**src/sv/current_autorange_scaler_defines.svh**
```systemverilog
// ---------------------------------------------------------------------------
// Assertion macros for the current auto-range scaler
// Shared helpers that wrap concurrent assertions on clk with arst_n.
// ---------------------------------------------------------------------------
`ifndef CURRENT_AUTORANGE_SCALER_DEFINES_SVH
`define CURRENT_AUTORANGE_SCALER_DEFINES_SVH

// Assertion sampled on clk and switched off while reset is asserted.
`define CAR_ASSERT(label, prop, msg) \
	label: assert property (@(posedge clk) disable iff (!arst_n) prop) else $error(msg);

// Assertion sampled on clk that also holds while reset is asserted.
`define CAR_ASSERT_ALWAYS(label, prop, msg) \
	label: assert property (@(posedge clk) prop) else $error(msg);

`endif

```
**src/sv/car_pkg.sv**
```systemverilog
// ---------------------------------------------------------------------------
// Current auto-range scaler package
// Shared types, widths and reset values for the scaler and its sub-blocks.
// ---------------------------------------------------------------------------
package car_pkg;

	// Converter resolution and the derived midscale of a current code.
	localparam int ADC_BITS = 12;
	localparam logic [ADC_BITS-1:0] MIDSCALE = ADC_BITS'(1 << (ADC_BITS - 1));

	// Result widths.
	localparam int VOLT_W = 28;
	localparam int CUR_W  = 36;
	localparam int FRAC_SHIFT = 8;

	// Configuration port widths.
	localparam int ADDR_W = 5;
	localparam int DATA_W = 32;

	// Shunt ranges.
	typedef enum logic [1:0] {
		RANGE_LOW  = 2'd0,
		RANGE_MID  = 2'd1,
		RANGE_HIGH = 2'd2
	} range_t;

	// Register indexes on the configuration port.
	typedef enum logic [2:0] {
		REG_TRUST_MAX   = 3'd0,
		REG_OVER_THR    = 3'd1,
		REG_UNDER_THR   = 3'd2,
		REG_HOLD_COUNT  = 3'd3,
		REG_VOLT_GAIN   = 3'd4,
		REG_GAIN_LOW    = 3'd5,
		REG_GAIN_MID    = 3'd6,
		REG_GAIN_HIGH   = 3'd7
	} reg_idx_t;

	// Reset values of the configuration registers.
	localparam logic [ADC_BITS-1:0] TRUST_MAX_RST  = ADC_BITS'(4000);
	localparam logic [ADC_BITS-1:0] OVER_THR_RST   = ADC_BITS'(1900);
	localparam logic [ADC_BITS-1:0] UNDER_THR_RST  = ADC_BITS'(18);
	localparam logic [3:0]          HOLD_COUNT_RST = 4'd8;
	localparam logic [23:0]         VOLT_GAIN_RST  = 24'd528000;
	localparam logic [31:0]         GAIN_RST       = 32'd65536;

	// Configuration as seen by the datapath.
	typedef struct packed {
		logic [ADC_BITS-1:0] trust_max;
		logic [ADC_BITS-1:0] over_threshold;
		logic [ADC_BITS-1:0] under_threshold;
		logic [3:0]          hold_count;
		logic [23:0]         voltage_gain;
		logic [31:0]         gain_low;
		logic [31:0]         gain_mid;
		logic [31:0]         gain_high;
	} cfg_t;

	// Range decision for the sample currently in the input stage.
	typedef struct packed {
		logic                trusted;
		range_t              range;
		logic [ADC_BITS-1:0] code;
		logic [1:0]          next_range;
	} range_info_t;

endpackage

```
**src/sv/current_autorange_scaler.sv**
```systemverilog
// ---------------------------------------------------------------------------
// Current auto-range scaler
// Picks the shunt range per sample with hysteresis and scales voltage and
// signed current to fixed-point values.
// ---------------------------------------------------------------------------
// Usage:
// A sample (one voltage code and three current codes) is offered on the input
// channel with in_valid/in_ready; one result per sample leaves on the output
// channel with out_valid/out_ready. Each request passes an input register and
// a result register: out_valid rises when the request moves from the input
// register into the result register, which can wait on a stalled result.
// Throughput is one sample per cycle unless the receiver stalls: the input
// register hands on to the result register in the same cycle that it takes
// a new sample; the two multipliers (12x24 voltage, 13x33 current) bound it.
// The range and hysteresis counters update as a sample moves into the result
// register, so every sample sees the range left by the one before it.
// When the receiver stalls, the result register holds and the input register
// takes one more sample; after that in_ready falls until the result is taken.
// Reset empties both registers, sets the high range, clears the counters and
// loads the register defaults; pready is always high. Registers must be written
// over the APB-style port only while no sample is in flight; not enforced.
// ---------------------------------------------------------------------------
`include "current_autorange_scaler_defines.svh"

module current_autorange_scaler (
	input  logic                          clk,
	input  logic                          arst_n,
	// Sample channel
	input  logic                          in_valid,
	output logic                          in_ready,
	input  logic [car_pkg::ADC_BITS-1:0]  voltage_code,
	input  logic [car_pkg::ADC_BITS-1:0]  low_code,
	input  logic [car_pkg::ADC_BITS-1:0]  mid_code,
	input  logic [car_pkg::ADC_BITS-1:0]  high_code,
	// Result channel
	output logic                          out_valid,
	input  logic                          out_ready,
	output logic                          trusted,
	output logic [1:0]                    sample_range,
	output logic [car_pkg::VOLT_W-1:0]    voltage_value,
	output logic signed [car_pkg::CUR_W-1:0] current_value,
	output logic                          route_en1,
	output logic                          route_en2,
	// Configuration port
	input  logic                          psel,
	input  logic                          penable,
	input  logic                          pwrite,
	input  logic [car_pkg::ADDR_W-1:0]    paddr,
	input  logic [car_pkg::DATA_W-1:0]    pwdata,
	output logic [car_pkg::DATA_W-1:0]    prdata,
	output logic                          pready
);

	localparam int VPROD_W = car_pkg::ADC_BITS + 24;
	localparam int CPROD_W = car_pkg::ADC_BITS + 34;

	car_pkg::cfg_t                cfg;
	car_pkg::range_info_t         info;

	logic                         valid_s1;
	logic [car_pkg::ADC_BITS-1:0] vcode_s1;
	logic [car_pkg::ADC_BITS-1:0] low_s1;
	logic [car_pkg::ADC_BITS-1:0] mid_s1;
	logic [car_pkg::ADC_BITS-1:0] high_s1;

	logic                         valid_s2;
	logic                         trusted_s2;
	logic [1:0]                   range_s2;
	logic [car_pkg::VOLT_W-1:0]   volt_s2;
	logic [car_pkg::CUR_W-1:0]    cur_s2;
	logic                         en1_s2;
	logic                         en2_s2;

	logic                         advance;
	logic [31:0]                  gain;
	logic [VPROD_W-1:0]           vprod;
	logic signed [car_pkg::ADC_BITS:0] sdiff;
	logic signed [32:0]           sgain;
	logic signed [CPROD_W-1:0]    cprod;

	// Configuration registers.
	car_cfg u_cfg (
		.clk     (clk),
		.arst_n  (arst_n),
		.psel    (psel),
		.penable (penable),
		.pwrite  (pwrite),
		.paddr   (paddr),
		.pwdata  (pwdata),
		.prdata  (prdata),
		.pready  (pready),
		.cfg     (cfg)
	);

	// Handshake: the input stage moves on whenever the result register is free.
	assign advance  = valid_s1 && (!valid_s2 || out_ready);
	assign in_ready = !valid_s1 || advance;

	// Input register.
	always_ff @(posedge clk or negedge arst_n) begin
		if (!arst_n) begin
			valid_s1 <= 1'b0;
		end else if (in_ready) begin
			valid_s1 <= in_valid;
		end
	end

	always_ff @(posedge clk) begin
		if (in_valid && in_ready) begin
			vcode_s1 <= voltage_code;
			low_s1   <= low_code;
			mid_s1   <= mid_code;
			high_s1  <= high_code;
		end
	end

	// Range selection and hysteresis state.
	car_range u_range (
		.clk       (clk),
		.arst_n    (arst_n),
		.step      (advance),
		.cfg       (cfg),
		.low_code  (low_s1),
		.mid_code  (mid_s1),
		.high_code (high_s1),
		.info      (info)
	);

	// Gain of the range in use.
	always_comb begin
		case (info.range)
			car_pkg::RANGE_LOW: gain = cfg.gain_low;
			car_pkg::RANGE_MID: gain = cfg.gain_mid;
			default:            gain = cfg.gain_high;
		endcase
	end

	// Scaling: the arithmetic shift of the signed product rounds to minus infinity.
	assign vprod = VPROD_W'(vcode_s1) * VPROD_W'(cfg.voltage_gain);
	assign sdiff = $signed({1'b0, info.code}) - $signed({1'b0, car_pkg::MIDSCALE});
	assign sgain = $signed({1'b0, gain});
	assign cprod = CPROD_W'(sdiff) * CPROD_W'(sgain);

	// Result register.
	always_ff @(posedge clk or negedge arst_n) begin
		if (!arst_n) begin
			valid_s2 <= 1'b0;
		end else if (advance) begin
			valid_s2 <= 1'b1;
		end else if (out_ready) begin
			valid_s2 <= 1'b0;
		end
	end

	always_ff @(posedge clk) begin
		if (advance) begin
			trusted_s2 <= info.trusted;
			range_s2   <= info.range;
			volt_s2    <= info.trusted
				? vprod[car_pkg::FRAC_SHIFT +: car_pkg::VOLT_W] : '0;
			cur_s2     <= info.trusted
				? cprod[car_pkg::FRAC_SHIFT +: car_pkg::CUR_W] : '0;
			en1_s2     <= info.next_range == car_pkg::RANGE_HIGH;
			en2_s2     <= info.next_range == car_pkg::RANGE_MID;
		end
	end

	assign out_valid     = valid_s2;
	assign trusted       = trusted_s2;
	assign sample_range  = range_s2;
	assign voltage_value = volt_s2;
	assign current_value = $signed(cur_s2);
	assign route_en1     = en1_s2;
	assign route_en2     = en2_s2;

	// With the result register empty the block always takes a new request.
	`CAR_ASSERT(a_ready_when_empty, !valid_s2 |-> in_ready, "not ready with empty output")

	// An untrusted result carries no measurement.
	`CAR_ASSERT(a_untrusted_zero, valid_s2 && !trusted_s2 |-> (volt_s2 == '0) && (cur_s2 == '0), "untrusted result not zero")

endmodule

```
**src/sv/car_cfg.sv**
```systemverilog
// ---------------------------------------------------------------------------
// Configuration register file
// APB-style register bank holding thresholds and gains of the scaler.
// ---------------------------------------------------------------------------
module car_cfg (
	input  logic                        clk,
	input  logic                        arst_n,
	input  logic                        psel,
	input  logic                        penable,
	input  logic                        pwrite,
	input  logic [car_pkg::ADDR_W-1:0]  paddr,
	input  logic [car_pkg::DATA_W-1:0]  pwdata,
	output logic [car_pkg::DATA_W-1:0]  prdata,
	output logic                        pready,
	output car_pkg::cfg_t               cfg
);

	car_pkg::cfg_t    cfg_q;
	car_pkg::reg_idx_t idx;
	logic             wr_en;

	assign pready = 1'b1;
	assign idx    = car_pkg::reg_idx_t'(paddr[4:2]);
	assign wr_en  = psel && penable && pwrite;
	assign cfg    = cfg_q;

	// Register writes in the access phase.
	always_ff @(posedge clk or negedge arst_n) begin
		if (!arst_n) begin
			cfg_q.trust_max       <= car_pkg::TRUST_MAX_RST;
			cfg_q.over_threshold  <= car_pkg::OVER_THR_RST;
			cfg_q.under_threshold <= car_pkg::UNDER_THR_RST;
			cfg_q.hold_count      <= car_pkg::HOLD_COUNT_RST;
			cfg_q.voltage_gain    <= car_pkg::VOLT_GAIN_RST;
			cfg_q.gain_low        <= car_pkg::GAIN_RST;
			cfg_q.gain_mid        <= car_pkg::GAIN_RST;
			cfg_q.gain_high       <= car_pkg::GAIN_RST;
		end else if (wr_en) begin
			case (idx)
				car_pkg::REG_TRUST_MAX: begin
					cfg_q.trust_max <= pwdata[car_pkg::ADC_BITS-1:0];
				end
				car_pkg::REG_OVER_THR: begin
					cfg_q.over_threshold <= pwdata[car_pkg::ADC_BITS-1:0];
				end
				car_pkg::REG_UNDER_THR: begin
					cfg_q.under_threshold <= pwdata[car_pkg::ADC_BITS-1:0];
				end
				car_pkg::REG_HOLD_COUNT: begin
					cfg_q.hold_count <= pwdata[3:0];
				end
				car_pkg::REG_VOLT_GAIN: begin
					cfg_q.voltage_gain <= pwdata[23:0];
				end
				car_pkg::REG_GAIN_LOW: begin
					cfg_q.gain_low <= pwdata;
				end
				car_pkg::REG_GAIN_MID: begin
					cfg_q.gain_mid <= pwdata;
				end
				car_pkg::REG_GAIN_HIGH: begin
					cfg_q.gain_high <= pwdata;
				end
				default: begin
					cfg_q <= cfg_q;
				end
			endcase
		end
	end

	// Read-back multiplexer.
	always_comb begin
		prdata = '0;
		case (idx)
			car_pkg::REG_TRUST_MAX:  prdata = car_pkg::DATA_W'(cfg_q.trust_max);
			car_pkg::REG_OVER_THR:   prdata = car_pkg::DATA_W'(cfg_q.over_threshold);
			car_pkg::REG_UNDER_THR:  prdata = car_pkg::DATA_W'(cfg_q.under_threshold);
			car_pkg::REG_HOLD_COUNT: prdata = car_pkg::DATA_W'(cfg_q.hold_count);
			car_pkg::REG_VOLT_GAIN:  prdata = car_pkg::DATA_W'(cfg_q.voltage_gain);
			car_pkg::REG_GAIN_LOW:   prdata = cfg_q.gain_low;
			car_pkg::REG_GAIN_MID:   prdata = cfg_q.gain_mid;
			car_pkg::REG_GAIN_HIGH:  prdata = cfg_q.gain_high;
			default:                 prdata = '0;
		endcase
	end

endmodule

```
**src/sv/car_range.sv**
```systemverilog
// ---------------------------------------------------------------------------
// Range selection and hysteresis
// Holds the active range and the over/under counters, picks the code of the
// active range and decides the range for the next sample.
// ---------------------------------------------------------------------------
`include "current_autorange_scaler_defines.svh"

module car_range (
	input  logic                          clk,
	input  logic                          arst_n,
	input  logic                          step,
	input  car_pkg::cfg_t                 cfg,
	input  logic [car_pkg::ADC_BITS-1:0]  low_code,
	input  logic [car_pkg::ADC_BITS-1:0]  mid_code,
	input  logic [car_pkg::ADC_BITS-1:0]  high_code,
	output car_pkg::range_info_t          info
);

	logic [1:0]                   range_q;
	logic [3:0]                   over_q;
	logic [3:0]                   under_q;
	logic [1:0]                   range_d;
	logic [3:0]                   over_d;
	logic [3:0]                   under_d;
	car_pkg::range_t              rng;
	logic [car_pkg::ADC_BITS-1:0] code;
	logic [car_pkg::ADC_BITS-1:0] diff;
	logic                         trusted;
	logic                         over_hit;
	logic                         under_hit;
	logic [3:0]                   over_inc;
	logic [3:0]                   under_inc;
	logic [1:0]                   rng_up;
	logic [1:0]                   rng_down;

	// Effective range; the unused code is treated as the high range.
	always_comb begin
		case (range_q)
			car_pkg::RANGE_LOW: begin
				rng  = car_pkg::RANGE_LOW;
				code = low_code;
			end
			car_pkg::RANGE_MID: begin
				rng  = car_pkg::RANGE_MID;
				code = mid_code;
			end
			default: begin
				rng  = car_pkg::RANGE_HIGH;
				code = high_code;
			end
		endcase
	end

	// Trust check and distance from midscale.
	assign trusted   = code < cfg.trust_max;
	assign diff      = (code >= car_pkg::MIDSCALE) ? (code - car_pkg::MIDSCALE)
	                                               : (car_pkg::MIDSCALE - code);
	assign over_hit  = diff > cfg.over_threshold;
	assign under_hit = diff < cfg.under_threshold;
	assign over_inc  = over_q + 4'd1;
	assign under_inc = under_q + 4'd1;

	// Saturating range steps.
	assign rng_up   = (rng == car_pkg::RANGE_HIGH) ? car_pkg::RANGE_HIGH : rng + 2'd1;
	assign rng_down = (rng == car_pkg::RANGE_LOW) ? car_pkg::RANGE_LOW : rng - 2'd1;

	// Hysteresis update for the sample in flight.
	always_comb begin
		range_d = range_q;
		over_d  = over_q;
		under_d = under_q;
		if (!trusted) begin
			range_d = rng_up;
		end else if (over_hit) begin
			under_d = '0;
			if (over_inc >= cfg.hold_count) begin
				over_d  = '0;
				range_d = rng_up;
			end else begin
				over_d = over_inc;
			end
		end else if (under_hit) begin
			over_d = '0;
			if (under_inc >= cfg.hold_count) begin
				under_d = '0;
				range_d = rng_down;
			end else begin
				under_d = under_inc;
			end
		end else begin
			over_d  = '0;
			under_d = '0;
		end
	end

	// State registers advance once per sample handed on.
	always_ff @(posedge clk or negedge arst_n) begin
		if (!arst_n) begin
			range_q <= car_pkg::RANGE_HIGH;
			over_q  <= '0;
			under_q <= '0;
		end else if (step) begin
			range_q <= range_d;
			over_q  <= over_d;
			under_q <= under_d;
		end
	end

	assign info.trusted    = trusted;
	assign info.range      = rng;
	assign info.code       = code;
	assign info.next_range = range_d;

	// The two hysteresis counters are never both running.
	`CAR_ASSERT(a_counters_exclusive, !((over_q != 4'd0) && (under_q != 4'd0)), "both counters set")

	// Range and counters hold while no sample is handed on.
	`CAR_ASSERT(a_state_holds, !step |=> $stable(range_q) && $stable(over_q) && $stable(under_q), "state moved without a sample")

	// An untrusted sample below the high range always moves the range up.
	`CAR_ASSERT(a_untrusted_up, step && !trusted && (rng != car_pkg::RANGE_HIGH) |=> range_q != $past(range_q), "untrusted sample kept the range")

endmodule

```
**config.mk**
```make
export PLATFORM = sky130hd
export DESIGN_NAME = current_autorange_scaler
export DESIGN_NICKNAME = d
export VERILOG_FILES = /design/src/sv/car_pkg.sv /design/src/sv/current_autorange_scaler.sv /design/src/sv/car_cfg.sv /design/src/sv/car_range.sv
export VERILOG_INCLUDE_DIRS = /design/src /design/src/sv
export SDC_FILE = /design/constraint.sdc
export NUM_CORES = 2
export LEC_CHECK = 0
export BUFFER_PORTS_ARGS = -buffer_cell sky130_fd_sc_hd__buf_2
export CORE_UTILIZATION = 45
export DETAILED_ROUTE_END_ITERATION = 16
export GPL_TIMING_DRIVEN = 0
export PLACE_DENSITY = 0.69
export SYNTH_ARGS = -nofsm -noshare
export SYNTH_HDL_FRONTEND = slang
export SYNTH_HIERARCHICAL = 1
export SYNTH_SLANG_ARGS = --single-unit
```
**constraint.sdc**
```tcl
create_clock -name clk -period 17.8 [get_ports clk]
set_input_delay 0.89 -clock clk [delete_from_list [all_inputs] [get_ports clk]]
set_output_delay 0.89 -clock clk [all_outputs]
set_load 0.01 [all_outputs]
```
Word level (Yosys, flattened, before mapping)
Cells that the tools add are included.
{ "word_totals": {"register_bits": 289, "latchBits": 0, "ramBits": 0, "romBits": 0, "in_bits": 92, "output_inout_bits": 104, "elab_cells": 90, "mem_count": 0} }
{ "classes": {"add_sub_neg": 7, "mul": 2, "div_mod_pow": 0, "n_lt_le_gt_ge": 6, "eq_ne": 12, "shift": 0, "n_mux": 19, "bitwise": 0, "n_reduce_logical": 21} }
{ "op_table": {"columns": ["op", "count"], "rows": [
  ["one-hot mux 32 bit (8 select lines)", 1],
  ["one-hot mux 32 bit (2 select lines)", 1],
  ["multiplier 13 x 33 -> 44 bit", 1],
  ["multiplier 12 x 24 -> 36 bit", 1],
  ["< comparator 12 bit", 2],
  ["one-hot mux 12 bit (2 select lines)", 1],
  ["2-to-1 mux 4 bit", 5],
  ["AND reduction 2 bit", 9],
  ["2-to-1 mux 2 bit", 7],
  ["subtractor 12 x 12 -> 13 bit (second input constant)", 1],
  ["== test 3 bit (second input constant)", 4],
  [">= comparator 12 bit (second input constant)", 1],
  ["greater-than comparator 12 bit", 1],
  ["2-to-1 mux 12 bit", 1],
  ["subtractor 12 bit (first input constant)", 1],
  ["subtractor 12 bit (second input constant)", 1],
  ["adder 4 x 1 -> 4 bit (second input constant)", 2],
  [">= comparator 4 bit", 2],
  ["== test 2 x 1 -> 1 bit (second input constant)", 3],
  ["== test 3 x 2 -> 1 bit (second input constant)", 2],
  ["== test 2 bit (second input constant)", 2],
  ["logical AND 1 bit", 4],
  ["logical NOT 2 bit", 2],
  ["one-hot mux 2 bit (2 select lines)", 1],
  ["other kinds (8)", 11]
]} }

Depth between registers and ports, before layout
{ "depth": {"ltp_word": 9, "ltp_mapped": 32, "mapped_depth_nobuf": 26} }

Cells and area by module
The synthesis kept the hierarchy.
{ "by_module_without_submodules": {"columns": ["mod", "n_inst", "cells_each", "area_each_um2"], "rows": [
  ["current_autorange_scaler", 1, 2730, 25824.8],
  ["car_cfg", 1, 513, 7464.7],
  ["car_range", 1, 282, 2239.6]
]} }

Worst setup path after synthesis
OpenSTA, ideal clock, no wires.
{ "synth_path": {"path_kind": "flip-flop to flip-flop", "from": "reg u_range.range_q[1]", "to": "reg cur_s2, in the netlist current_value[31] (data pin)", "arrival_time_ns": 7.449, "required_ns": 17.539, "setup_slack_ns": 10.090, "path_stages_with_launch": 31, "cell_sequence": "dfstp_2 buf_4 buf_4 buf_2 nor2b_1 buf_4 buf_2 buf_2 mux2i_1 o21ai_0 clkbuf_1 nand2_1 fa_1 inv_1 fa_1 fa_1 inv_1 fa_1 inv_1 fa_1 ha_1 ha_1 clkbuf_1 a21o_1 o21bai_1 a221o_1 a311oi_1 o21ai_0 a21o_1 a41o_2 a311o_1"} }
{ "synth_lines": {"columns": ["element", "line_no", "source"], "rows": [
  ["from (decl)", "car_range.sv:19", "logic [1:0] range_q;"],
  ["from (signal assigned)", "car_range.sv:99", "range_q <= car_pkg::RANGE_HIGH;"],
  ["from (signal assigned)", "car_range.sv:103", "range_q <= range_d;"],
  ["to (signal assigned)", "current_autorange_scaler.sv:161", "cur_s2 <= info.trusted"],
  ["to (decl)", "current_autorange_scaler.sv:70", "logic [car_pkg::CUR_W-1:0] cur_s2;"]
]} }

==> impl_metrics.toml <==
[outcome]
status = "finished clean"

[place]
place_congestion = 0.9500
io_buffer_count = 191
dp_hpwl_mm = 82.79

[synthesis]
synthTopCellsByArea = "fa_1 (31%), dfrtp_1 (10%), edfxtp_1 (9.9%)"
yosysSeqAreaShare_pct = 22.09
synth_top_cell_by_area = "fa_1"
async_reset_ff_share_pct = 59.52
synth_area_um2 = 35530
synth_most_common_cell = "inv_1"
netlist-cell-type-count = 90
syn_area_per_cell_um2 = 10.08
synth.net_count = 4398
yosys.area.top_type_share_pct = 30.88
ys_ff_latch = 289
synth_edf_count = 117
synth_common_cells = "inv_1 (552), fa_1 (548), nand2_1 (510)"
synth_warnings = 6
syn_inst = 3525
ys.flop_type = "dfrtp_1"

[sta]
slew_violations = 0
setup_viol = 0
finalHoldViolCount = 0
fmax_mhz = 102.6
fin_hold_ws_ns = 0.2430
slew_headroom_pct = 7.150
period_share_pct = 54.77
tns_ns = 0
fin_worst_skew_ns = 0.02131
rsz0062_at_grt = "false"
min_period_ns = 9.749
worstMarginPinSlew_ns = 1.393

[floorplanning]
start_util_pct = 45.64
dieArea_um2 = 80080
ioPinCount = 196
die_w_um = 283.0
core-area_um2 = 77850
die_y_um = 283.0
fp-row-count = 102

[routing]
wl_mm = 102.8
drt-wirelength-per-cell_um = 21.26
vias_per_cell = 5.446
dr.pass1.iters = 6
route.vias.total = 26350
drcViolationCount = 0
drtAntennaViolNets = 0
drt_iter0_markers = 2066

[cells_and_area]
fin_nets = 4634
drive_gt1_share_pct = 13.32
area_delta_synth_final_pct = 10.55

[worst_setup_path]
cp_top_family = "adder cells"
arrival_ns = 10.16
cp-end-kind = "flip-flop"
cp-start-kind = "flip-flop"
critical_path_class = "reg2reg"
cp_num_buf_inv = 12
required_ns = 18.21
worstPathMaxFanout = 10
slowest_stage = "dfstp_2"
max_stage_delay_ns = 0.60

[clocking]
cts_setup_buffers = 0
cts_root_buf = "clkbuf_16"
post_cts_resized = 0
hold_buffers = 0
cts_tree = "done"
cts_max_level = 2
cts_made_buffers = 37
cts.sinks = 289
clk_latency_ns = 0.59
clockBufferDepth = 3
clk_pin_slew_ns = 0.06

[grt]
grt_util_all_layers_pct = 25.74
grt_pass1_vias = 26950
grt_max_degree = 117
overflow = 0
antenna_found_initial = 16
grt_pass1_wl_mm = 157.7

[run]
cap_violations = 0

[hold_path]
hold_class = "in2async"
## area by class of cell
| class | instances | area, um^2 |
|---|---|---|
| Fill cell | 7227 | 38570 |
| Multi-Input combinational cell | 2489 | 24760 |
| Sequential cell | 289 | 7849 |
| Inverter | 553 | 2076 |
| Tap cell | 1040 | 1301 |
| Timing Repair Buffer | 197 | 1075 |
| Clock buffer | 45 | 1039 |
| Buffer | 194 | 859.6 |
| Clock inverter | 23 | 301.5 |
| Antenna cell | 8 | 20.02 |
## sequential cells by signal, summed over array words and instances, names as in the netlist, 4 cells and up
signal and flops:
vcode_s1 12, u_range/over_q 4, voltage_value 28, low_s1 12
high_s1 12, u_cfg/cfg 160, current_value 36, u_range/under_q 4
mid_s1 12
## layer usage
layer  wire length, um  track usage, %  part of all wire (%)
met1             43310           35.07                    42
met2             45380           39.06                    44
met3              9585           6.457                   9.3
met4              4475           10.77                   4.4
met5               103               0                  0.10
## path summary, 6_finish.rpt
check	from	endpoint	slack, ns	cells after the start
worst max-delay path	u_range/range_q[1]$_DFFE_PN1P_	current_value[34]$_SDFFCE_PN0P_	8.05	31
worst min-delay path	arst_n	u_range/under_q[2]$_DFFE_PN0P_	0.24	1
worst max register to register	u_range/range_q[1]$_DFFE_PN1P_	current_value[34]$_SDFFCE_PN0P_	8.05	31
worst min register to register	valid_s1$_DFFE_PN0N_	out_valid$_DFFE_PN0P_	0.51	1
max in group asynchronous	arst_n	u_cfg/cfg[90]$_DFFE_PN0P_	16.59	2
min in group clk	voltage_code[3]	vcode_s1[3]$_DFFE_PP_	0.48	1
## stage by stage
| step | area [um^2] | util [%] | setup WS [ns] | instances |
|---|---|---|---|---|
| after floorplan | 35530 | - | 10.09 | 3525 |
| after global placement | 37790 | 48.54 | 8.383 | 4756 |
| after detailed placement | 37920 | 48.71 | 8.379 | 4762 |
| after CTS | 39260 | 50.43 | 8.310 | 4830 |
| after global routing | 39270 | 50.44 | 7.604 | 4834 |
| final | 39280 | 50.45 | 8.051 | 4838 |
## cell families after synthesis
family	Yosys count	synth area share, %
xor+xnor	66	1.627
simple gates	1060	14.44
other cells	1	0.01055
buf+inv	747	8.258
mux	250	8.181
flops	289	22.09
compound gates	331	6.314
fa+ha+maj	781	39.08
## cell usage in the layout, fill, tap and decap left out, types with 39 or more instances in the layout
cell / netlist / final
inv_1: 552 / 552
fa_1: 548 / 548
nand2_1: 510 / 510
ha_1: 233 / 233
and2_1: 224 / 222
buf_2: 17 / 207
clkbuf_1: 150 / 151
dfrtp_1: 147 / 147
edfxtp_1: 117 / 117
nor2_1: 115 / 115
mux2_2: 103 / 103
a21oi_1: 75 / 75
mux2_1: 72 / 72
o21ai_0: 68 / 64
nor2b_1: 60 / 60
mux2i_1: 59 / 59
a21o_1: 45 / 45
clkbuf_16: 0 / 39
Power is not shown: default switching activity piles up to over one toggle a cycle in this logic, so the estimate is an artifact.
